## src/rtl/core/qdd_pkg.sv

```systemverilog
// ----------------------------------------------------------------------------
// qdd_pkg
// Shared types, register indexes and the quadrature transition table of the
// two-channel detent decoder.
// ----------------------------------------------------------------------------
package qdd_pkg;

  // Field widths.
  localparam int unsigned THR_W     = 3;
  localparam int unsigned DIR_W     = 2;
  localparam int unsigned PINS_W    = 2;
  localparam int unsigned ACC_W     = 4;
  localparam int unsigned DELTA_W   = 8;
  localparam int unsigned STEP_W    = 2;
  localparam int unsigned CFG_IDX_W = 2;
  localparam int unsigned CFG_W     = 3;

  // Configuration register indexes.
  localparam logic [CFG_IDX_W-1:0] REG_STEPS_PER_DETENT = 2'd0;
  localparam logic [CFG_IDX_W-1:0] REG_DIRECTION_FIRST  = 2'd1;
  localparam logic [CFG_IDX_W-1:0] REG_DIRECTION_SECOND = 2'd2;

  // Reset values of the registers.
  localparam logic [THR_W-1:0] STEPS_RESET = 3'd4;
  localparam logic [DIR_W-1:0] DIR_RESET   = 2'b01;

  // Direction codes: only the sign of the code matters.
  localparam logic [DIR_W-1:0] DIR_ZERO = 2'b00;
  localparam logic [DIR_W-1:0] DIR_PLUS = 2'b01;

  // Input action codes.
  localparam logic ACT_SAMPLE = 1'b0;
  localparam logic ACT_READ   = 1'b1;

  // Saturation limits of the pending detent counts.
  localparam logic signed [DELTA_W-1:0] DELTA_MAX = 8'sd127;
  localparam logic signed [DELTA_W-1:0] DELTA_MIN = -8'sd127;

  typedef logic signed [STEP_W-1:0]  step_t;
  typedef logic signed [ACC_W-1:0]   acc_t;
  typedef logic signed [DELTA_W-1:0] delta_t;
  typedef logic [PINS_W-1:0]         pins_t;

  // Transition table indexed by {previous, current} active-low pin pairs.
  localparam step_t STEP_TABLE [16] = '{
     2'sd0, -2'sd1,  2'sd1,  2'sd0,
     2'sd1,  2'sd0,  2'sd0, -2'sd1,
    -2'sd1,  2'sd0,  2'sd0,  2'sd1,
     2'sd0,  2'sd1, -2'sd1,  2'sd0
  };

  function automatic step_t step_lookup(input pins_t prev, input pins_t cur);
    return STEP_TABLE[{prev, cur}];
  endfunction

  // Applies a direction code to a step: +1 keeps, 0 kills, negative codes flip.
  function automatic step_t apply_direction(input step_t step, input logic [DIR_W-1:0] dir);
    step_t res;
    res = step;
    if (dir == DIR_ZERO) begin
      res = '0;
    end else if (dir != DIR_PLUS) begin
      res = -step;
    end
    return res;
  endfunction

endpackage

```

## src/rtl/core/qdd_if.sv

```systemverilog
// ----------------------------------------------------------------------------
// qdd_if
// Valid/ready channels of the detent decoder: sample/read items in, results out.
// ----------------------------------------------------------------------------
interface qdd_in_if;
  logic valid;
  logic ready;
  logic action;
  logic encoder_select;
  logic pin_a_level;
  logic pin_b_level;

  modport source (output valid, action, encoder_select, pin_a_level, pin_b_level,
                  input ready);
  modport sink   (input valid, action, encoder_select, pin_a_level, pin_b_level,
                  output ready);
endinterface

interface qdd_out_if;
  logic               valid;
  logic               ready;
  logic signed [7:0]  delta_first;
  logic signed [7:0]  delta_second;
  logic signed [1:0]  detent_step;

  modport source (output valid, delta_first, delta_second, detent_step, input ready);
  modport sink   (input valid, delta_first, delta_second, detent_step, output ready);
endinterface

```

## src/rtl/core/quadrature_detent_decoder_unit.sv

```systemverilog
// ----------------------------------------------------------------------------
// quadrature_detent_decoder_unit
// Decodes the A/B pins of two rotary encoders into saturating detent counts.
// ----------------------------------------------------------------------------
// Usage:
//   samples carries one item per transfer: either a pin sample of one encoder
//   (action 0) or a read request (action 1) that returns both pending detent
//   counts and clears them. results carries one item per accepted input.
//   The configuration port writes steps_per_detent and the two direction
//   codes; write it only while no item is in flight.
// Timing:
//   Per-encoder state is updated at the edge that accepts the item, and the
//   result is registered there, so it shows on results in the next cycle.
//   One item per cycle is sustained while results is not stalled; the table
//   lookup, accumulator add and threshold compare are all combinational.
// Reset and stalls:
//   rst clears the accumulators and pending counts, sets both previous pin
//   pairs to idle (pins high) and loads the register defaults. While a
//   result waits on a stalled receiver, samples.ready is low; it rises in
//   the same cycle the result is taken, so no bubble is added.
// ----------------------------------------------------------------------------
module quadrature_detent_decoder_unit
  import qdd_pkg::*;
(
  input  logic                 clk,
  input  logic                 rst,
  input  logic                 cfg_we,
  input  logic [CFG_IDX_W-1:0] cfg_index,
  input  logic [CFG_W-1:0]     cfg_data,
  qdd_in_if.sink               samples,
  qdd_out_if.source            results
);

  // Configuration registers.
  logic [THR_W-1:0] steps_per_detent;
  logic [DIR_W-1:0] direction_first;
  logic [DIR_W-1:0] direction_second;

  // Per-encoder state.
  pins_t  previous_pins    [2];
  acc_t   step_accumulator [2];
  delta_t pending_detents  [2];

  // Result register.
  logic   out_valid;
  delta_t out_delta_first;
  delta_t out_delta_second;
  step_t  out_detent_step;

  logic accept;

  // Next-state values for the selected encoder.
  logic                    sel;
  pins_t                   cur;
  pins_t                   prev;
  logic                    changed;
  step_t                   step;
  step_t                   dstep;
  logic signed [ACC_W:0]   acc_sum;
  logic signed [ACC_W:0]   thr;
  acc_t                    acc_next;
  delta_t                  pend_next;
  step_t                   detent;

  // The input side moves whenever the result register is empty or draining.
  assign samples.ready = !out_valid || results.ready;
  assign accept        = samples.valid && samples.ready;

  // Configuration writes.
  always_ff @(posedge clk) begin
    if (rst) begin
      steps_per_detent <= STEPS_RESET;
      direction_first  <= DIR_RESET;
      direction_second <= DIR_RESET;
    end else if (cfg_we) begin
      unique case (cfg_index)
        REG_STEPS_PER_DETENT: steps_per_detent <= cfg_data;
        REG_DIRECTION_FIRST:  direction_first  <= cfg_data[DIR_W-1:0];
        REG_DIRECTION_SECOND: direction_second <= cfg_data[DIR_W-1:0];
        default: ;
      endcase
    end
  end

  // Transition lookup, accumulation and detent threshold for one sample.
  always_comb begin
    sel      = samples.encoder_select;
    cur      = {~samples.pin_a_level, ~samples.pin_b_level};
    prev     = previous_pins[sel];
    changed  = (cur != prev);
    step     = step_lookup(prev, cur);
    dstep    = apply_direction(step, sel ? direction_second : direction_first);
    acc_sum  = {step_accumulator[sel][ACC_W-1], step_accumulator[sel]}
               + {{(ACC_W+1-STEP_W){dstep[STEP_W-1]}}, dstep};
    thr      = {{(ACC_W+1-THR_W){1'b0}}, steps_per_detent};
    acc_next = acc_sum[ACC_W-1:0];
    pend_next = pending_detents[sel];
    detent   = '0;
    if (changed) begin
      if (step == '0) begin
        acc_next = '0;
      end else if (acc_sum >= thr) begin
        detent   = 2'sd1;
        acc_next = '0;
        if (pending_detents[sel] < DELTA_MAX) begin
          pend_next = pending_detents[sel] + 8'sd1;
        end
      end else if (acc_sum <= -thr) begin
        detent   = -2'sd1;
        acc_next = '0;
        if (pending_detents[sel] > DELTA_MIN) begin
          pend_next = pending_detents[sel] - 8'sd1;
        end
      end
    end else begin
      acc_next = step_accumulator[sel];
    end
  end

  // Encoder state update on each accepted item.
  always_ff @(posedge clk) begin
    if (rst) begin
      for (int i = 0; i < 2; i++) begin
        previous_pins[i]    <= '0;
        step_accumulator[i] <= '0;
        pending_detents[i]  <= '0;
      end
    end else if (accept) begin
      if (samples.action == ACT_READ) begin
        pending_detents[0] <= '0;
        pending_detents[1] <= '0;
      end else begin
        previous_pins[sel]    <= cur;
        step_accumulator[sel] <= acc_next;
        pending_detents[sel]  <= pend_next;
      end
    end
  end

  // Result register valid flag.
  always_ff @(posedge clk) begin
    if (rst) begin
      out_valid <= 1'b0;
    end else if (samples.ready) begin
      out_valid <= samples.valid;
    end
  end

  // Result payload.
  always_ff @(posedge clk) begin
    if (accept) begin
      if (samples.action == ACT_READ) begin
        out_delta_first  <= pending_detents[0];
        out_delta_second <= pending_detents[1];
        out_detent_step  <= '0;
      end else begin
        out_delta_first  <= '0;
        out_delta_second <= '0;
        out_detent_step  <= detent;
      end
    end
  end

  assign results.valid        = out_valid;
  assign results.delta_first  = out_delta_first;
  assign results.delta_second = out_delta_second;
  assign results.detent_step  = out_detent_step;

endmodule
```

## src/flat_wrapper.sv

```systemverilog
// flat-port wrapper written by rule: the top's interface ports become plain ports
module quadrature_detent_decoder_unit_flat import qdd_pkg::*;
  (clk, rst, cfg_we, cfg_index, cfg_data, samples_valid, samples_action, samples_encoder_select, samples_pin_a_level, samples_pin_b_level, samples_ready, results_valid, results_delta_first, results_delta_second, results_detent_step, results_ready);
  qdd_in_if samples_i ();
  qdd_out_if results_i ();
  input  logic clk;
  input  logic rst;
  input  logic cfg_we;
  input  logic [CFG_IDX_W-1:0] cfg_index;
  input  logic [CFG_W-1:0] cfg_data;
  input wire logic [$bits(samples_i.valid)-1:0] samples_valid;
  input wire logic [$bits(samples_i.action)-1:0] samples_action;
  input wire logic [$bits(samples_i.encoder_select)-1:0] samples_encoder_select;
  input wire logic [$bits(samples_i.pin_a_level)-1:0] samples_pin_a_level;
  input wire logic [$bits(samples_i.pin_b_level)-1:0] samples_pin_b_level;
  output wire logic [$bits(samples_i.ready)-1:0] samples_ready;
  output wire logic [$bits(results_i.valid)-1:0] results_valid;
  output wire logic [$bits(results_i.delta_first)-1:0] results_delta_first;
  output wire logic [$bits(results_i.delta_second)-1:0] results_delta_second;
  output wire logic [$bits(results_i.detent_step)-1:0] results_detent_step;
  input wire logic [$bits(results_i.ready)-1:0] results_ready;
  assign samples_i.valid = samples_valid;
  assign samples_i.action = samples_action;
  assign samples_i.encoder_select = samples_encoder_select;
  assign samples_i.pin_a_level = samples_pin_a_level;
  assign samples_i.pin_b_level = samples_pin_b_level;
  assign samples_ready = samples_i.ready;
  assign results_valid = results_i.valid;
  assign results_delta_first = results_i.delta_first;
  assign results_delta_second = results_i.delta_second;
  assign results_detent_step = results_i.detent_step;
  assign results_i.ready = results_ready;
  quadrature_detent_decoder_unit u_core (.clk(clk), .rst(rst), .cfg_we(cfg_we), .cfg_index(cfg_index), .cfg_data(cfg_data), .samples(samples_i), .results(results_i));
endmodule
```

## config.mk

```make
export PLATFORM = sky130hd
export DESIGN_NAME = quadrature_detent_decoder_unit_flat
export DESIGN_NICKNAME = d
export VERILOG_FILES = /design/src/rtl/core/qdd_pkg.sv /design/src/rtl/core/qdd_if.sv /design/src/rtl/core/quadrature_detent_decoder_unit.sv /design/src/flat_wrapper.sv
export SDC_FILE = /design/constraint.sdc
export NUM_CORES = 1
export LEC_CHECK = 0
export ABC_AREA = 1
export BUFFER_PORTS_ARGS = -buffer_cell sky130_fd_sc_hd__buf_4
export CAP_MARGIN = 0
export CORE_MARGIN = 3
export CORE_UTILIZATION = 64
export CTS_CLUSTER_DIAMETER = 200
export DETAILED_ROUTE_END_ITERATION = 12
export PLACE_DENSITY_LB_ADDON = 0.2
export SETUP_SLACK_MARGIN = 0.05
export SLEW_MARGIN = 20
export SYNTH_ARGS = -nofsm -noshare
export SYNTH_HDL_FRONTEND = slang
export SYNTH_SLANG_ARGS = --single-unit
```

## constraint.sdc

```tcl
create_clock -name clk -period 14.45 [get_ports clk]
set_clock_uncertainty 0.15 [all_clocks]
set_input_delay 2.89 -clock clk [delete_from_list [all_inputs] [get_ports clk]]
set_output_delay 2.89 -clock clk [all_outputs]
set_load 0.005 [all_outputs]
```

==> metrics.cfg, run 1 <==
[route]
drt_pass1_iterations=5
avgViaCountPerCell=5.54
ant_nets=0
vias=2947
drt_iter0_drc=237
drcViolationCount=0
avgRoutedWirePerCell_um=13.7
routed_wirelength_um=7280

[pwr]
p_leak_nw=1.89
peakVddDrop_v=0.0000857
p_per_area_nw_per_um2=114

[synthesis]
synth_top_area_share_pct=39.5
synthArstFlopShare_pct=0
synth.most_common_cell=nand2_1
yosys_register_bits=54
ys_seq_area_share_pct=44.1
synth.distinct_cells=37
ys.flop_type=edfxtp_1
synthesis.nets=464
synth_edf_count=46
synth_warnings=0
yosysTopAreaCell=edfxtp_1
synth_area_leaders=edfxtp_1 (40%), nand2_1 (11%), inv_1 (7.2%)
netlist_area_sq_um=3490
synth_area_per_cell_sq_um=8.13
syn_inst=430
synth_common_cells=nand2_1 (98), inv_1 (67), edfxtp_1 (46)

[die]
die_h_um=79.9
dieWidth_um=79.9
ios=34
initial_core_util_pct=67.1
num_rows=26
die_area_sq_um=6380
core_area_sq_um=5200

[place]
dp_hpwl_um=5460
gp_congestion=0.960
place_inst=524
postPlaceCellArea_sq_um=3780
numPortBuffers=33

[hold_path]
hp-class=flop to flop
worstHoldStart=u_core.direction_first[0]
min_to=u_core.direction_first[0]
hold_depth=2

[sta]
report.final.slew_viol_count=0
worst_slew_pin_slew_ps=871
finalCritPeriodShare_pct=49.8
rsz0062_at_grt=false
period_needed_ps=7190
whs_ps=360
relSlewSlack_pct=40.2
setup_violations=0
fmax_ghz=0.139
finalHoldViolCount=0
final.setup.tns_ps=0

[final_layout]
design_area_sq_um=3870
drive_gt1_share_pct=15.4
layout.nets=495
layoutNonFillerInstCount=532
syn2layout_area_growth_pct=10.7
diodes=0
fillers=409

[global_route]
grt_overflow=0
antenna_found_initial=0
grt_start_max_net_pins=22
grt_pass1_wl_um=12500
grtUsageTotal_pct=25.0
grt_pass1_vias=2764

[critical_path]
cp.arrival_ps=7100
cpMostUsedCell=nand2_1
reg2reg_depth=25
regToRegEndpoint=u_core.pending_detents[1][5]
ff2ff_setup_slack_ps=9810
cp_max_fo=21
cp_num_buf_inv=5
slowest_stage=ha_1
start_kind=primary input
end_kind=flop
crit_type=primary input to flop
max_stage_delay_ps=320
r2r-start=u_core.previous_pins[0][0]
cp_top_family=simple AND/OR/NAND/NOR gates
worst_ep_required_time_ps=14360

[clock_network]
cts_sinks=54
path_clk_slew_ps=100
cts_root_buf=clkbuf_8
cts_htree_levels=2
cts_max_path_buffers=2
cts_tree=yes
clock_latency_ps=320
numCtsBuffers=5
cts_resized=0
cts_hold_buf=0
postCtsSetupRepairBufs=0

[job]
maxCapViolations=0

[run_status]
status=completed

worst max path at each step:
stage	cells past startpoint	endpoint	startpoint	slack, ps
after floorplan	27	u_core.pending_detents[0][5]	samples_pin_b_level	7910
after global placement	26	u_core.pending_detents[1][5]	samples_encoder_select	7270
after detailed placement	26	u_core.pending_detents[1][5]	samples_encoder_select	7030
after CTS	26	u_core.pending_detents[1][5]	samples_encoder_select	7330
after global routing	27	u_core.pending_detents[1][5]	samples_encoder_select	6820
final	26	u_core.pending_detents[1][5]	samples_encoder_select	7260
registers in the layout, summed over array words and instances, names as in the netlist:
signal                       cells
u_core.pending_detents          16
u_core.results.delta_first       8
u_core.results.delta_second      8
u_core.step_accumulator          8
u_core.previous_pins             4
u_core.steps_per_detent          3
u_core.direction_first           2
u_core.direction_second          2
u_core.results.detent_step       2
u_core.results.valid             1
layout by cell type, fill, tap and decap left out, types with 2 or more instances in the layout:
| cell type | count |
|---|---|
| a21oi_1 | 26 |
| and2_1 | 4 |
| buf_4 | 33 |
| clkbuf_8 | 5 |
| clkinvlp_4 | 2 |
| dfxtp_1 | 8 |
| edfxtp_1 | 46 |
| ha_1 | 20 |
| inv_1 | 67 |
| inv_2 | 5 |
| mux2i_1 | 2 |
| nand2_1 | 98 |
| nand2_2 | 7 |
| nand3_1 | 35 |
| nand3_2 | 4 |
| nand4_1 | 9 |
| nor2_1 | 24 |
| nor2_2 | 2 |
| nor3_1 | 8 |
| nor4_1 | 2 |
| o211ai_1 | 4 |
| o21ai_0 | 16 |
| o21ai_1 | 10 |
| or2_0 | 2 |
| or2_2 | 7 |
| xor2_1 | 6 |
per-layer routing:
metal	up-vias	share of wire, %	track usage, %
met4	0	2.0	9.46
met1	1308	46	35.6
li1	1483	-	-
met2	140	44	38.7
met5	-	0	0
met3	16	8.5	3.27
power by group:
group	leakage [nW]	total (mW)	internal, mW	switching (mW)
clock network	0.0408	0.0866	0.0347	0.0519
logic	1.31	0.171	0.0573	0.113
registers	0.543	0.185	0.181	0.00429
total	1.89	0.442	0.273	0.170
cells by family after synthesis:
family / synth area share [%]
multiplexers: 0.573
AND/OR/NAND/NOR: 28.2
AO/OA/AOI/OAI: 8.95
buffers and inverters: 9.27
flip-flops: 44.1
XOR/XNOR: 1.75
adder cells (fa/ha/maj): 7.16
layout make-up:
cell class              instances  area (sq um)  share of cell area [%]
clock buffers                   5          68.8                    1.78
inverters                      72           270                    6.99
repair buffers                 33           248                    6.40
multi-input cells             295          1630                    42.1
clock inverters                 3          23.8                   0.614
flip-flops and latches         54          1540                    39.8
well taps                      70          87.6                    2.26
worst register-to-register path, delay by kind of cell (launching register included):
family,cells,cell delay (ps)
and+or+nand+nor,13,1700
adders and majority gates,3,770
xor gates and xnor gates,3,710
DFF,1,420
buffers and inverters,4,350
AOI/OAI and AO/OA,2,300
through the flow:
stage                     util [%]  setup slack, ps  power [mW]
after floorplan                  -             7910       0.321
after global placement        72.5             7270       0.352
after detailed placement      72.5             7030       0.356
after CTS                     74.3             7330       0.440
after global routing          74.3             6820       0.474
final                         74.3             7260       0.442
No activity file was read; power rests on OpenSTA's default activity.
==> run 2, diff against run 1 <==
ABC_AREA = 0   (was 1)
CORE_UTILIZATION = 55   (was 64)
clock period = 6.5 ns   (was 14.45 ns; I/O delays follow)
==> run 2 against run 1 <==
Compared with the run above:
- global-route usage is 1.5 points lower
- worst hold slack improved by 20 ps
- first-iteration DRC count rose by 49%
- sequential share of layout area down 7.3 points
- combinational power rose to 2.7 times the previous value
- highest routed layer unchanged
==> metrics.cfg, run 2 <==
[critical_path]
cp_max_fo=4
reg2reg_depth=25
regToRegEndpoint=u_core.pending_detents[1][2]
cp.arrival_ps=6100
start_kind=primary input
ff2ff_setup_slack_ps=1030
worst_ep_required_time_ps=6400
end_kind=flop
crit_start=samples_pin_a_level
crit_type=primary input to flop
r2r-start=u_core.previous_pins[1][0]
critPathCapture=u_core.pending_detents[1][2]

[place]
postPlaceCellArea_sq_um=4590
numPortBuffers=33
dp_hpwl_um=7540
gp_congestion=0.929

[clock_network]
cts_sinks=54
clock_latency_ps=320
cts_max_path_buffers=2
numCtsBuffers=5
cts_htree_levels=2
cts_root_buf=clkbuf_8
path_clk_slew_ps=100
cts_tree=yes

[sta]
setup_violations=0
finalCritPeriodShare_pct=95.4
period_needed_ps=6200
whs_ps=381
worst_slew_pin_slew_ps=895
report.final.slew_viol_count=0
fmax_ghz=0.161
rsz0062_at_grt=false
relSlewSlack_pct=40.1
finalHoldViolCount=0

[synthesis]
yosysTopAreaCell=edfxtp_1
synth_warnings=0
synth_area_per_cell_sq_um=9.62
yosys_register_bits=54
synth.most_common_cell=edfxtp_1
synth_edf_count=46
synth_top_area_share_pct=34.1
syn_inst=421
ys.flop_type=edfxtp_1
ys_seq_area_share_pct=38.1
synthArstFlopShare_pct=0
synthesis.nets=455
synth_area_leaders=edfxtp_1 (34%), ha_1 (6.2%), mux2i_1 (4.2%)
synth_common_cells=edfxtp_1 (46), nor2_1 (45), nand3_1 (30)
synth.distinct_cells=71
netlist_area_sq_um=4050

[final_layout]
diodes=0
layout.nets=508
mostFrequentLayoutCell=buf_4
largest_reg_flops=16
top_register=u_core.pending_detents
mostFrequentLayoutCells=buf_4 (66), edfxtp_1 (46), nor2_1 (45)
syn2layout_area_growth_pct=16.8
drive_gt1_share_pct=24.6
design_area_sq_um=4730

[route]
drcViolationCount=0
drt_pass1_iterations=5
routed_wirelength_um=9790
avgRoutedWirePerCell_um=17.2
vias=3495
avgViaCountPerCell=6.12
drt_iter0_drc=353
ant_nets=0

[die]
dieWidth_um=91.8
num_rows=30
die_area_sq_um=8430
core_area_sq_um=6980
die_h_um=91.8
ios=34
initial_core_util_pct=58.0

[global_route]
grt_overflow=0
grt_start_max_net_pins=27
grtUsageTotal_pct=23.5
grt_pass1_vias=3301
grt_pass1_wl_um=16100
antenna_found_initial=0

[job]
maxCapViolations=0

[pwr]
peakVddDrop_v=0.000144
power.switching_mw=0.402
internal_power_mw=0.669
p_leak_nw=1.95
p_per_area_nw_per_um2=226
switching_share_pct=37.6
power_frac_clock_pct=18.5
p_comb_share_pct=43.1
p_seq_share_pct=38.4

[hold_path]
hp-class=flop to flop

[run_status]
status=completed

## run 2: cell count changes in the layout (fill, tap and decap cells not counted), sizes merged, moves of 10 or more
cell    before  now
mux2i        2   17
nor2        27   46
a21oi       26   15
nand2      106   22
nor3         9   26
buf         33   66
or2         10    0
inv         73   19
and2         4   21
o21ai       27    4
mux2         0   11
nand3       40   30
nand2b       0   12
## run 2: area by class of cell
type	instances	area, sq um
inverter	18	67.6
sequential	54	1540
clock inverter	3	23.8
timing repair buffer	66	495
tap	96	120
clock buffer	5	68.8
multi-input combinational	329	2410
fill	544	2250
## run 2: critical path, cell delays in order
cell       delay [ps]
buf_4             100
ha_1              170
nand2b_1           70
a32o_1            290
a22o_2            280
ha_1              300
nand2_2            70
o21a_1            150
inv_2              60
xnor2_2           140
ha_2              210
nand2_1           100
a2111oi_4         340
o32a_2            200
nor2_1             40
mux2_2            270
ha_1              320
a21oi_2           160
inv_1              50
nand2_1            80
nor2_1             50
mux2_4            280
buf_4             140
a2111oi_1         490
buf_4             210
o21ai_1            70
nor3b_2           160
## run 2: kinds of logic after synthesis
group	Yosys count	share of synthesized area (%)
AND/OR/NAND/NOR	184	23.3
AO/OA/AOI/OAI	87	18.5
flip-flops	54	38.1
buffers and inverters	38	4.11
multiplexers	29	7.91
adder cells (fa/ha/maj)	20	6.18
XOR/XNOR	9	1.95
## run 2: timing repair
action                     4_1_cts  5_1_grt
pin swaps                        0        5
setup endpoints to repair        4       18
hold buffers                     0        0
setup buffers                    0        1
resized for setup                1        7
## run 2: layer usage
layer	global-route usage (%)	part of all wire, %	vias to the layer above
li1	-	-	1695
met1	34.0	47	1632
met2	37.2	45	151
met3	2.79	7.1	17
met4	6.19	1.3	0
met5	0	0	-
## run 2: stage by stage
| step | TNS [ps] | utilization (%) | setup WS, ps | std cells | power (mW) |
|---|---|---|---|---|---|
| after detailed placement | -2000 | 65.8 | -308 | 562 | 0.859 |
| after global routing | 0 | 67.8 | 27.6 | 571 | 1.13 |
| after global placement | -146 | 65.8 | -75.3 | 562 | 0.847 |
| final | 0 | 67.8 | 296 | 571 | 1.07 |
| after floorplan | 0 | - | 71.4 | 421 | 0.723 |
| after CTS | 0 | 67.2 | 249 | 570 | 1.05 |
## run 2: worst min-delay path by stage
stage	startpoint	to	depth (start not counted)
floorplan	u_core.direction_first[0]	u_core.direction_first[0]	2
CTS	u_core.direction_first[0]	u_core.direction_first[0]	2
global route	u_core.direction_first[0]	u_core.direction_first[0]	2
global placement	u_core.direction_first[0]	u_core.direction_first[0]	2
detailed placement	u_core.direction_first[0]	u_core.direction_first[0]	2
finish	u_core.direction_first[0]	u_core.direction_first[0]	2
## run 2: power groups by stage
stage / clock network [mW] / registers, mW / logic, mW
6_report: 0.198 / 0.412 / 0.462
5_1_grt: 0.208 / 0.414 / 0.504
4_1_cts: 0.195 / 0.411 / 0.444
3_5_place_dp: 0 / 0.419 / 0.439
3_3_place_gp: 0 / 0.418 / 0.429
2_1_floorplan: 0 / 0.417 / 0.306
